File: config.mk
export PLATFORM = sky130hd
export DESIGN_NAME = stream_find_replace_all
export DESIGN_NICKNAME = d
export VERILOG_FILES = /design/src/rtl/sfr_pkg.sv /design/src/rtl/sfr_front.sv /design/src/rtl/sfr_queue.sv /design/src/rtl/sfr_back.sv /design/src/rtl/stream_find_replace_all.sv
export SDC_FILE = /design/constraint.sdc
export NUM_CORES = 1
export LEC_CHECK = 0
export BUFFER_PORTS_ARGS = -buffer_cell sky130_fd_sc_hd__buf_2
export CAP_MARGIN = 20
export CORE_AREA = 3 3 345 177
export DETAILED_ROUTE_END_ITERATION = 12
export DIE_AREA = 0 0 348 180
export PLACE_DENSITY_LB_ADDON = 0.3
export SYNTH_ARGS = -nofsm -noshare
export SYNTH_HDL_FRONTEND = slang
export SYNTH_HIERARCHICAL = 1
export SYNTH_SLANG_ARGS = --single-unit
File: constraint.sdc
create_clock -name clk -period 6.7 [get_ports clk]
set_clock_uncertainty 0.05 [all_clocks]
set_input_delay 0 -clock clk [delete_from_list [all_inputs] [get_ports clk]]
set_output_delay 0 -clock clk [all_outputs]
set_load 0.05 [all_outputs]
File: src/rtl/sfr_pkg.sv
// Shared types and constants for the streaming find-and-replace block.
// No dependencies; every other file imports this package.
package sfr_pkg;

	// Longest pattern the match window can hold
	localparam int MAX_WORD = 8;
	// Replacement bytes and results per item are bounded by the 64-bit register
	localparam int REP_MAX  = 8;
	localparam int FILL_W   = $clog2(MAX_WORD + 1);
	localparam int CNT_W    = 4;
	localparam int CFG_IDX_W = 2;
	localparam int CFG_DATA_W = 64;

	// Command queue between front and back
	localparam int QDEPTH  = 4;
	localparam int QPTR_W  = $clog2(QDEPTH);
	localparam int QCNT_W  = $clog2(QDEPTH + 1);

	// Register indexes
	localparam logic [CFG_IDX_W-1:0] REG_PATTERN_BYTES      = 2'd0;
	localparam logic [CFG_IDX_W-1:0] REG_PATTERN_LENGTH     = 2'd1;
	localparam logic [CFG_IDX_W-1:0] REG_REPLACEMENT_BYTES  = 2'd2;
	localparam logic [CFG_IDX_W-1:0] REG_REPLACEMENT_LENGTH = 2'd3;

	typedef struct packed {
		logic [7:0] in_byte;
		logic       in_last;
	} in_item_t;

	typedef struct packed {
		logic [7:0] out_byte;
		logic       byte_valid;
		logic       out_last;
	} out_item_t;

	// One emit command: up to REP_MAX bytes, byte 0 in the low bits.
	// A command with count zero is a bare end marker and always has last set.
	typedef struct packed {
		logic [8*REP_MAX-1:0] bytes;
		logic [CNT_W-1:0]     count;
		logic                 last;
	} cmd_t;

	// Queue read side as seen by the back end
	typedef struct packed {
		logic valid;
		cmd_t cmd;
	} q_head_t;

endpackage

File: src/rtl/sfr_front.sv
// Front end: configuration registers, match window and classification of each item.
// Depends on sfr_pkg; pushes one emit command per item that produces output.
module sfr_front (
	input  logic                              clk,
	input  logic                              arst_n,
	input  logic                              cfg_valid,
	input  logic [sfr_pkg::CFG_IDX_W-1:0]     cfg_index,
	input  logic [sfr_pkg::CFG_DATA_W-1:0]    cfg_data,
	input  logic                              accept,
	input  sfr_pkg::in_item_t                 item,
	output logic                              push,
	output sfr_pkg::cmd_t                     cmd
);
	import sfr_pkg::*;

	logic [63:0]        pattern_q;
	logic [3:0]         plen_raw_q;
	logic [63:0]        rep_q;
	logic [3:0]         rlen_raw_q;

	logic [7:0]         win_q [MAX_WORD];
	logic [FILL_W-1:0]  fill_q;

	logic [7:0]         wnext [MAX_WORD];
	logic [3:0]         plen_c;
	logic [FILL_W-1:0]  plen;
	logic [CNT_W-1:0]   rlen;
	logic [FILL_W-1:0]  fill_inc;
	logic               full;
	logic               hit;
	logic [MAX_WORD-1:0] match;
	logic [8*REP_MAX-1:0] wword;

	// Clamp lengths into range
	always_comb begin
		if (plen_raw_q == 4'd0)
			plen_c = 4'd1;
		else if (plen_raw_q > 4'(MAX_WORD))
			plen_c = 4'(MAX_WORD);
		else
			plen_c = plen_raw_q;
		plen = FILL_W'(plen_c);
		rlen = (rlen_raw_q > 4'(REP_MAX)) ? CNT_W'(REP_MAX) : CNT_W'(rlen_raw_q);
	end

	// Insert the new byte and compare the window against the pattern
	always_comb begin
		wword = '0;
		for (int k = 0; k < MAX_WORD; k++) begin
			wnext[k] = (fill_q == FILL_W'(k)) ? item.in_byte : win_q[k];
			match[k] = (FILL_W'(k) >= plen) || (wnext[k] == pattern_q[8*k +: 8]);
			wword[8*k +: 8] = wnext[k];
		end
		fill_inc = fill_q + FILL_W'(1);
		full     = (fill_inc == plen);
		hit      = full && (&match);
	end

	// Classify: replacement, window flush, oldest byte, or nothing
	always_comb begin
		cmd.last  = item.in_last;
		cmd.bytes = wword;
		cmd.count = '0;
		if (hit) begin
			cmd.bytes = rep_q;
			cmd.count = rlen;
		end else if (item.in_last) begin
			cmd.count = CNT_W'(fill_inc);
		end else if (full) begin
			cmd.count = CNT_W'(1);
		end
		push = accept && ((cmd.count != '0) || item.in_last);
	end

	// Configuration registers
	always_ff @(posedge clk or negedge arst_n) begin
		if (!arst_n) begin
			pattern_q  <= '0;
			plen_raw_q <= 4'd1;
			rep_q      <= '0;
			rlen_raw_q <= '0;
		end else if (cfg_valid) begin
			unique case (cfg_index)
				REG_PATTERN_BYTES:      pattern_q  <= cfg_data;
				REG_PATTERN_LENGTH:     plen_raw_q <= cfg_data[3:0];
				REG_REPLACEMENT_BYTES:  rep_q      <= cfg_data;
				REG_REPLACEMENT_LENGTH: rlen_raw_q <= cfg_data[3:0];
			endcase
		end
	end

	// Window fill count; a new pattern length drops pending bytes
	always_ff @(posedge clk or negedge arst_n) begin
		if (!arst_n) begin
			fill_q <= '0;
		end else if (cfg_valid && (cfg_index == REG_PATTERN_LENGTH)) begin
			fill_q <= '0;
		end else if (accept) begin
			if (hit || item.in_last)
				fill_q <= '0;
			else if (full)
				fill_q <= plen - FILL_W'(1);
			else
				fill_q <= fill_inc;
		end
	end

	// Window bytes: shift out the oldest on a miss, otherwise keep the insert
	always_ff @(posedge clk) begin
		if (accept) begin
			for (int k = 0; k < MAX_WORD; k++) begin
				if (full && !hit)
					win_q[k] <= (k + 1 < MAX_WORD) ? wnext[(k + 1) % MAX_WORD] : wnext[k];
				else
					win_q[k] <= wnext[k];
			end
		end
	end

endmodule

File: src/rtl/sfr_queue.sv
// Short command queue between the front and back ends.
// Depends on sfr_pkg for the command type and depth.
module sfr_queue (
	input  logic             clk,
	input  logic             arst_n,
	input  logic             push,
	input  sfr_pkg::cmd_t    push_cmd,
	input  logic             pop,
	output logic             full,
	output sfr_pkg::q_head_t head
);
	import sfr_pkg::*;

	cmd_t              mem_q [QDEPTH];
	logic [QPTR_W-1:0] wr_ptr_q;
	logic [QPTR_W-1:0] rd_ptr_q;
	logic [QCNT_W-1:0] count_q;
	logic              do_pop;

	assign full       = (count_q == QCNT_W'(QDEPTH));
	assign head.valid = (count_q != '0);
	assign head.cmd   = mem_q[rd_ptr_q];
	assign do_pop     = pop && head.valid;

	// Advance pointers and occupancy
	always_ff @(posedge clk or negedge arst_n) begin
		if (!arst_n) begin
			wr_ptr_q <= '0;
			rd_ptr_q <= '0;
			count_q  <= '0;
		end else begin
			if (push)
				wr_ptr_q <= wr_ptr_q + QPTR_W'(1);
			if (do_pop)
				rd_ptr_q <= rd_ptr_q + QPTR_W'(1);
			if (push && !do_pop)
				count_q <= count_q + QCNT_W'(1);
			else if (!push && do_pop)
				count_q <= count_q - QCNT_W'(1);
		end
	end

	// Store commands
	always_ff @(posedge clk) begin
		if (push)
			mem_q[wr_ptr_q] <= push_cmd;
	end

endmodule

File: src/rtl/sfr_back.sv
// Back end: expands queued commands into result items, one per cycle unless result_stall holds them.
// Depends on sfr_pkg; drives the registered result channel.
module sfr_back (
	input  logic               clk,
	input  logic               arst_n,
	input  sfr_pkg::q_head_t   head,
	output logic               pop,
	output logic               result_valid,
	input  logic               result_stall,
	output sfr_pkg::out_item_t result_item
);
	import sfr_pkg::*;

	logic [8*REP_MAX-1:0] cur_q;
	logic [CNT_W-1:0]     cnt_q;
	logic                 last_q;
	logic                 valid_q;
	out_item_t            item_q;

	logic                 advance;
	logic                 active;

	assign advance      = !valid_q || !result_stall;
	assign active       = (cnt_q != '0);
	assign pop          = advance && !active && head.valid;
	assign result_valid = valid_q;
	assign result_item  = item_q;

	// Control: output valid and remaining byte count
	always_ff @(posedge clk or negedge arst_n) begin
		if (!arst_n) begin
			valid_q <= 1'b0;
			cnt_q   <= '0;
		end else if (advance) begin
			if (active) begin
				valid_q <= 1'b1;
				cnt_q   <= cnt_q - CNT_W'(1);
			end else if (head.valid) begin
				valid_q <= 1'b1;
				cnt_q   <= (head.cmd.count == '0) ? '0 : head.cmd.count - CNT_W'(1);
			end else begin
				valid_q <= 1'b0;
			end
		end
	end

	// Payload: emit the next byte, or an end marker for an empty command
	always_ff @(posedge clk) begin
		if (advance) begin
			if (active) begin
				item_q.out_byte   <= cur_q[7:0];
				item_q.byte_valid <= 1'b1;
				item_q.out_last   <= last_q && (cnt_q == CNT_W'(1));
				cur_q             <= cur_q >> 8;
			end else if (head.valid) begin
				last_q <= head.cmd.last;
				cur_q  <= head.cmd.bytes >> 8;
				if (head.cmd.count == '0) begin
					item_q.out_byte   <= '0;
					item_q.byte_valid <= 1'b0;
					item_q.out_last   <= 1'b1;
				end else begin
					item_q.out_byte   <= head.cmd.bytes[7:0];
					item_q.byte_valid <= 1'b1;
					item_q.out_last   <= head.cmd.last && (head.cmd.count == CNT_W'(1));
				end
			end
		end
	end

endmodule

File: src/rtl/stream_find_replace_all.sv
// Streaming find-and-replace-all on a byte stream.
// Throughput: one text item per cycle while the command queue is not full; one
// result per cycle while result_stall is low, so an item that expands to N results
// (N up to 8) holds the back end, and the 4-entry command queue absorbs the
// difference. Reset clears window, queue and output; configuration returns to
// pattern length 1, replacement length 0.
module stream_find_replace_all (
	input  logic                           clk,
	input  logic                           arst_n,
	input  logic                           cfg_valid,
	output logic                           cfg_ready,
	input  logic [sfr_pkg::CFG_IDX_W-1:0]  cfg_index,
	input  logic [sfr_pkg::CFG_DATA_W-1:0] cfg_data,
	input  logic                           text_valid,
	output logic                           text_stall,
	input  sfr_pkg::in_item_t              text_item,
	output logic                           result_valid,
	input  logic                           result_stall,
	output sfr_pkg::out_item_t             result_item
);
	import sfr_pkg::*;

	logic     accept;
	logic     push;
	cmd_t     cmd;
	logic     q_full;
	q_head_t  head;
	logic     pop;

	assign cfg_ready  = 1'b1;
	assign text_stall = q_full;
	assign accept     = text_valid && !text_stall;

	// Classify incoming text
	sfr_front u_front (
		.clk       (clk),
		.arst_n    (arst_n),
		.cfg_valid (cfg_valid),
		.cfg_index (cfg_index),
		.cfg_data  (cfg_data),
		.accept    (accept),
		.item      (text_item),
		.push      (push),
		.cmd       (cmd)
	);

	// Decouple front and back
	sfr_queue u_queue (
		.clk      (clk),
		.arst_n   (arst_n),
		.push     (push),
		.push_cmd (cmd),
		.pop      (pop),
		.full     (q_full),
		.head     (head)
	);

	// Expand commands into result items
	sfr_back u_back (
		.clk          (clk),
		.arst_n       (arst_n),
		.head         (head),
		.pop          (pop),
		.result_valid (result_valid),
		.result_stall (result_stall),
		.result_item  (result_item)
	);

	// A bare end marker always closes the text
	a_marker_last: assert property (@(posedge clk) disable iff (!arst_n)
		result_valid && !result_item.byte_valid |-> result_item.out_last)
		else $error("end marker without last flag");

	// A bare end marker carries a zero byte
	a_marker_zero: assert property (@(posedge clk) disable iff (!arst_n)
		result_valid && !result_item.byte_valid |-> result_item.out_byte == 8'd0)
		else $error("end marker with nonzero byte");

	// Every queued command leaves room: a push never meets a full queue
	a_no_overflow: assert property (@(posedge clk) disable iff (!arst_n)
		push |-> !q_full)
		else $error("command queue overflow");

endmodule

==> results.md <==
STA:
- On the final layout, the worst hold slack is roughly 0.075 ns.
- The setup violation total in the final timing report is 0.
- The final worst-path cycle share is 0.810.
- Static timing analysis puts the maximum clock frequency at 184 MHz.
- The hold violation count in the final report is 0.
- The number of pins with negative max-slew slack in the final report came to 0.
- In the final timing run, aggregate negative setup slack is 0 ns.
- The worst max-slew margin expressed relative to the limit is 0.272.
- For the finished layout, the period the worst path requires is 5.43 ns.
- For the pin with the worst max-slew slack, the measured transition is 1.09 ns.
- Setup repair after global routing left no endpoint under its margin.

Worst setup path:
- The critical setup path kind is flip-flop to flip-flop.
- The data arrival time of the critical path is 5.73 ns.
- The endpoint required time on the critical path is 7.00 ns.
- The sort of element at the start of the critical path is a flip-flop.
- STA classifies the critical path endpoint as a flip-flop.
- Along the worst path, the maximum fanout reaches 38.

Synth:
- The largest family of logic cells by synthesized area is multiplexers.
- The number of warnings issued by yosys is 6.
- The share of the synthesized area in compound gates (AO/OA/AOI/OAI) is 0.0959.
- The number of nets produced by synthesis is 2075.
- The cell type contributing the most total cell area after synthesis is edfxtp_1.
- Counting distinct cell types in the post-synthesis netlist gives 87.
- For this run, asynchronously set or reset flops after synthesis account for 0.272.
- Measured against the total synthesized area, the mux share comes to 0.133.
- The parity-gate share of the synthesized area counting xor and xnor cells is 0.0197.
- The synthesized design contains 407 enable-type register cells.
- The sequential fraction of the synthesis area is 0.614.
- Of the total synthesized cell area, the portion taken by full adders, half adders and majority gates is 0.00796.
- The average cell area after synthesis is approximately 13 µm².
- In this run, synthesis produced a sequential element count of 559.
- The summed instance area of the synthesized netlist is 0.0261 mm².
- The top-area cell type share of the netlist area is 0.468.
- Of the total synthesized cell area, the portion taken by AND, OR, NAND and NOR gates is 0.0949.
- The synthesized netlist cell count is 1979.
- The most used flip-flop cell after synthesis is edfxtp_1.
- In the post-synthesis netlist, the biggest area contributors are edfxtp_1 47%, dfrtp_1 14%, mux4_2 5.9%.

CTS:
- After clock tree synthesis, the clock-pin slew on the worst setup and hold paths is 0.07 ns.
- TritonCTS built the clock tree.
- The root buffer cell chosen for the clock tree is clkbuf_16.
- The clock latency on the worst-skew pair is 0.61 ns.
- In this run the number of H-tree levels came out at 2.
- The count of clock tree sinks is 559.
- The number of buffers added by the clock tree synthesis step is 50.
- The maximum buffer depth of the clock tree is 3.

Global route:
- The first-pass GRT wire length is 114000 µm.
- The number of global-route vias before repair is 17208.
- The largest net degree at the start of global routing is 82.
- Summed over all layers, the global routing overflow is 0.
- The total track usage is 0.241.
- The number of antenna violations at the first check in global routing is 0.

Run:
- The count of max-cap constraint violations is 0.

Final layout:
- The multi-input combinational cells in the finished layout cover a total of a little over 0.009 mm².
- The number of antenna repair diodes is 0.
- Relative to the synthesized area, the layout overhead comes to 13.7%.
- The most common cell after layout, fill and taps aside is edfxtp_1.
- In the final design database the tool counted around 2200 nets.
- The cell area after layout is a little under 0.03 mm².
- The layout cell share with drive strength beyond 1 is 0.198.
- Measured on the finished design, the core utilization comes to 0.506.
- The count of fill cells added during filler insertion is 5020.
- In the final layout, flip-flops and latches occupy 0.0160 mm².
- In the layout the commonest cells are 407 x edfxtp_1, 268 x nand2_1, 149 x dfrtp_1.

Placement:
- The HPWL reported at the end of detailed placement is 50900 µm.
- Routability-driven placement finished with a final weighted congestion of 0.930.
- The quantity of I/O buffers inserted on ports is 91.
- The placement-stage cell area is ~0.027 mm².

Floorplan:
- The floorplan step defined a die boundary enclosing 0.0626 mm².
- The floorplan step set the die height to approximately 180 µm.
- The width of the die is about 350 µm.
- The initial core utilization is 0.445.
- The core area is 0.0586 mm².
- The floorplan row count is 63.
- The count of boundary I/O pins is 93.

Detailed routing:
- For this block, the initial DRC count from the detailed router was between 2000 and 2500.
- In this run the remaining antenna-violating nets after routing total 0.
- The per-cell routed wire length is 25.8 µm.
- The final routed wirelength across all metal layers is 75800 µm.
- After detailed routing, the number of remaining DRC violations is 0.
- The first detailed-routing pass took 6 iterations.
- The total via count in the routed design is 17681.
- In the routed layout, each cell is associated on average with a via count of 6.03.

Power and ir drop:
- Summed over all cells, the static leakage comes to roughly 11 nW.
- For this design the ratio of total power to cell area is 434 mW/mm².
- Across the VDD grid, the largest voltage drop is 0.216 mV.
- Power comes to 12.9 mW.

Min path:
- The worst hold-check path type is input pin to flip-flop.

Run status:
- The run finished with clean final reports.
registers in the layout (all words and copies together), names as in the netlist, 2 cells and up:
| signal | flops |
|---|---|
| u_back/result_item | 10 |
| u_front/pattern_q | 64 |
| u_front/plen_raw_q | 4 |
| u_queue/mem_q | 276 |
| u_front/win_q | 64 |
| u_front/fill_q | 4 |
| u_back/cnt_q | 4 |
| u_queue/rd_ptr_q | 2 |
| u_front/rep_q | 64 |
| u_queue/count_q | 3 |
| u_front/rlen_raw_q | 4 |
| u_back/cur_q | 56 |
| u_queue/wr_ptr_q | 2 |
stage by stage:
| step | instances | worst slack, ns |
|---|---|---|
| after global routing | 2934 | 1.09 |
| after floorplan | 1979 | 1.74 |
| final | 2934 | 1.27 |
| after CTS | 2934 | 1.52 |
| after detailed placement | 2756 | 1.53 |
| after global placement | 2755 | 1.56 |
report_power, final:
| part | leakage [nW] | switching [mW] | internal (mW) |
|---|---|---|---|
| sequential | 5.61 | 0.685 | 5.00 |
| combinational | 5.03 | 2.62 | 1.67 |
| clock | 0.789 | 1.33 | 1.57 |
| total | 11.4 | 4.63 | 8.24 |
synth_stat cells (all sizes together) (8+ instances only):
| cell | number |
|---|---|
| a211o | 24 |
| a221oi | 9 |
| a222oi | 10 |
| a22o | 14 |
| or3 | 11 |
| a2111o | 8 |
| mux4 | 69 |
| ha | 15 |
| edfxtp | 407 |
| mux2 | 128 |
| nor2b | 8 |
| dfrtp | 151 |
| xnor2 | 17 |
| mux2i | 45 |
| a211oi | 9 |
| xor2 | 39 |
| nor3 | 8 |
| buf | 59 |
| inv | 61 |
| o22ai | 37 |
| nor3b | 8 |
| a21oi | 123 |
| nand2 | 268 |
| o31ai | 9 |
| a221o | 11 |
| a31oi | 20 |
| o21ai | 45 |
| nand4 | 12 |
| nand3 | 26 |
| and2 | 15 |
| nor2 | 143 |
| and3 | 17 |
| clkbuf | 65 |
repair_timing:
| item | in CTS | in global routing |
|---|---|---|
| buffers inserted | 0 | 0 |
| hold buffers | 85 | 0 |
| gates resized for setup | 0 | 0 |
| endpoints found under the hold margin | 262 | 0 |
worst max-delay path: stages (launching register included):
cell and delay, ns:
dfrtp_1 0.75, nand3b_1 0.67, mux2i_1 0.67, o22ai_1 0.14, a221oi_1 0.51, a41oi_1 0.25
nor2_1 0.44, nand3_4 0.57, buf_4 0.45, mux2i_2 0.27, a221o_1 0.39
metal layers:
metal  up-vias  global-route usage  part of all wire
li1       7696                   -                 -
met2       897               0.326              0.41
met1      9000               0.396              0.47
met3        86              0.0518              0.10
met4         2              0.0395             0.014
met5         -              0.0204            0.0024
path summary, 6_finish.rpt:
kind | start | end | slack, ns | cells past startpoint
max | u_front/fill_q[2]$_DFFE_PN0P_ | u_front/win_q[1][7]$_DFFE_PP_ | 1.27 | 10
min in group asynchronous | arst_n | u_front/plen_raw_q[0]$_DFFE_PN1P_ | 0.50 | 3
max reg2reg | u_front/fill_q[2]$_DFFE_PN0P_ | u_front/win_q[1][7]$_DFFE_PP_ | 1.27 | 10
min | text_valid | u_front/fill_q[3]$_DFFE_PN0P_ | 0.08 | 6
max in group asynchronous | arst_n | u_front/pattern_q[50]$_DFFE_PN0P_ | 5.37 | 4
min reg2reg | u_queue/count_q[2]$_DFFE_PN0P_ | u_queue/count_q[2]$_DFFE_PN0P_ | 0.44 | 1
logic make-up after synthesis:
kind of cell | after synthesis
compound gates | 368
xor+xnor | 57
fa+ha+maj | 16
buf+inv | 187
flops | 559
mux | 242
other cells | 1
simple gates | 549
area by class of cell:
cell class | count | area share
sequential | 559 | 0.540
multi-input combinational | 1233 | 0.310
timing repair buffer | 206 | 0.0545
clock buffer | 61 | 0.0446
tap | 780 | 0.0329
clock inverter | 32 | 0.00974
inverter | 63 | 0.00797
(Power assumes the default switching activity.)
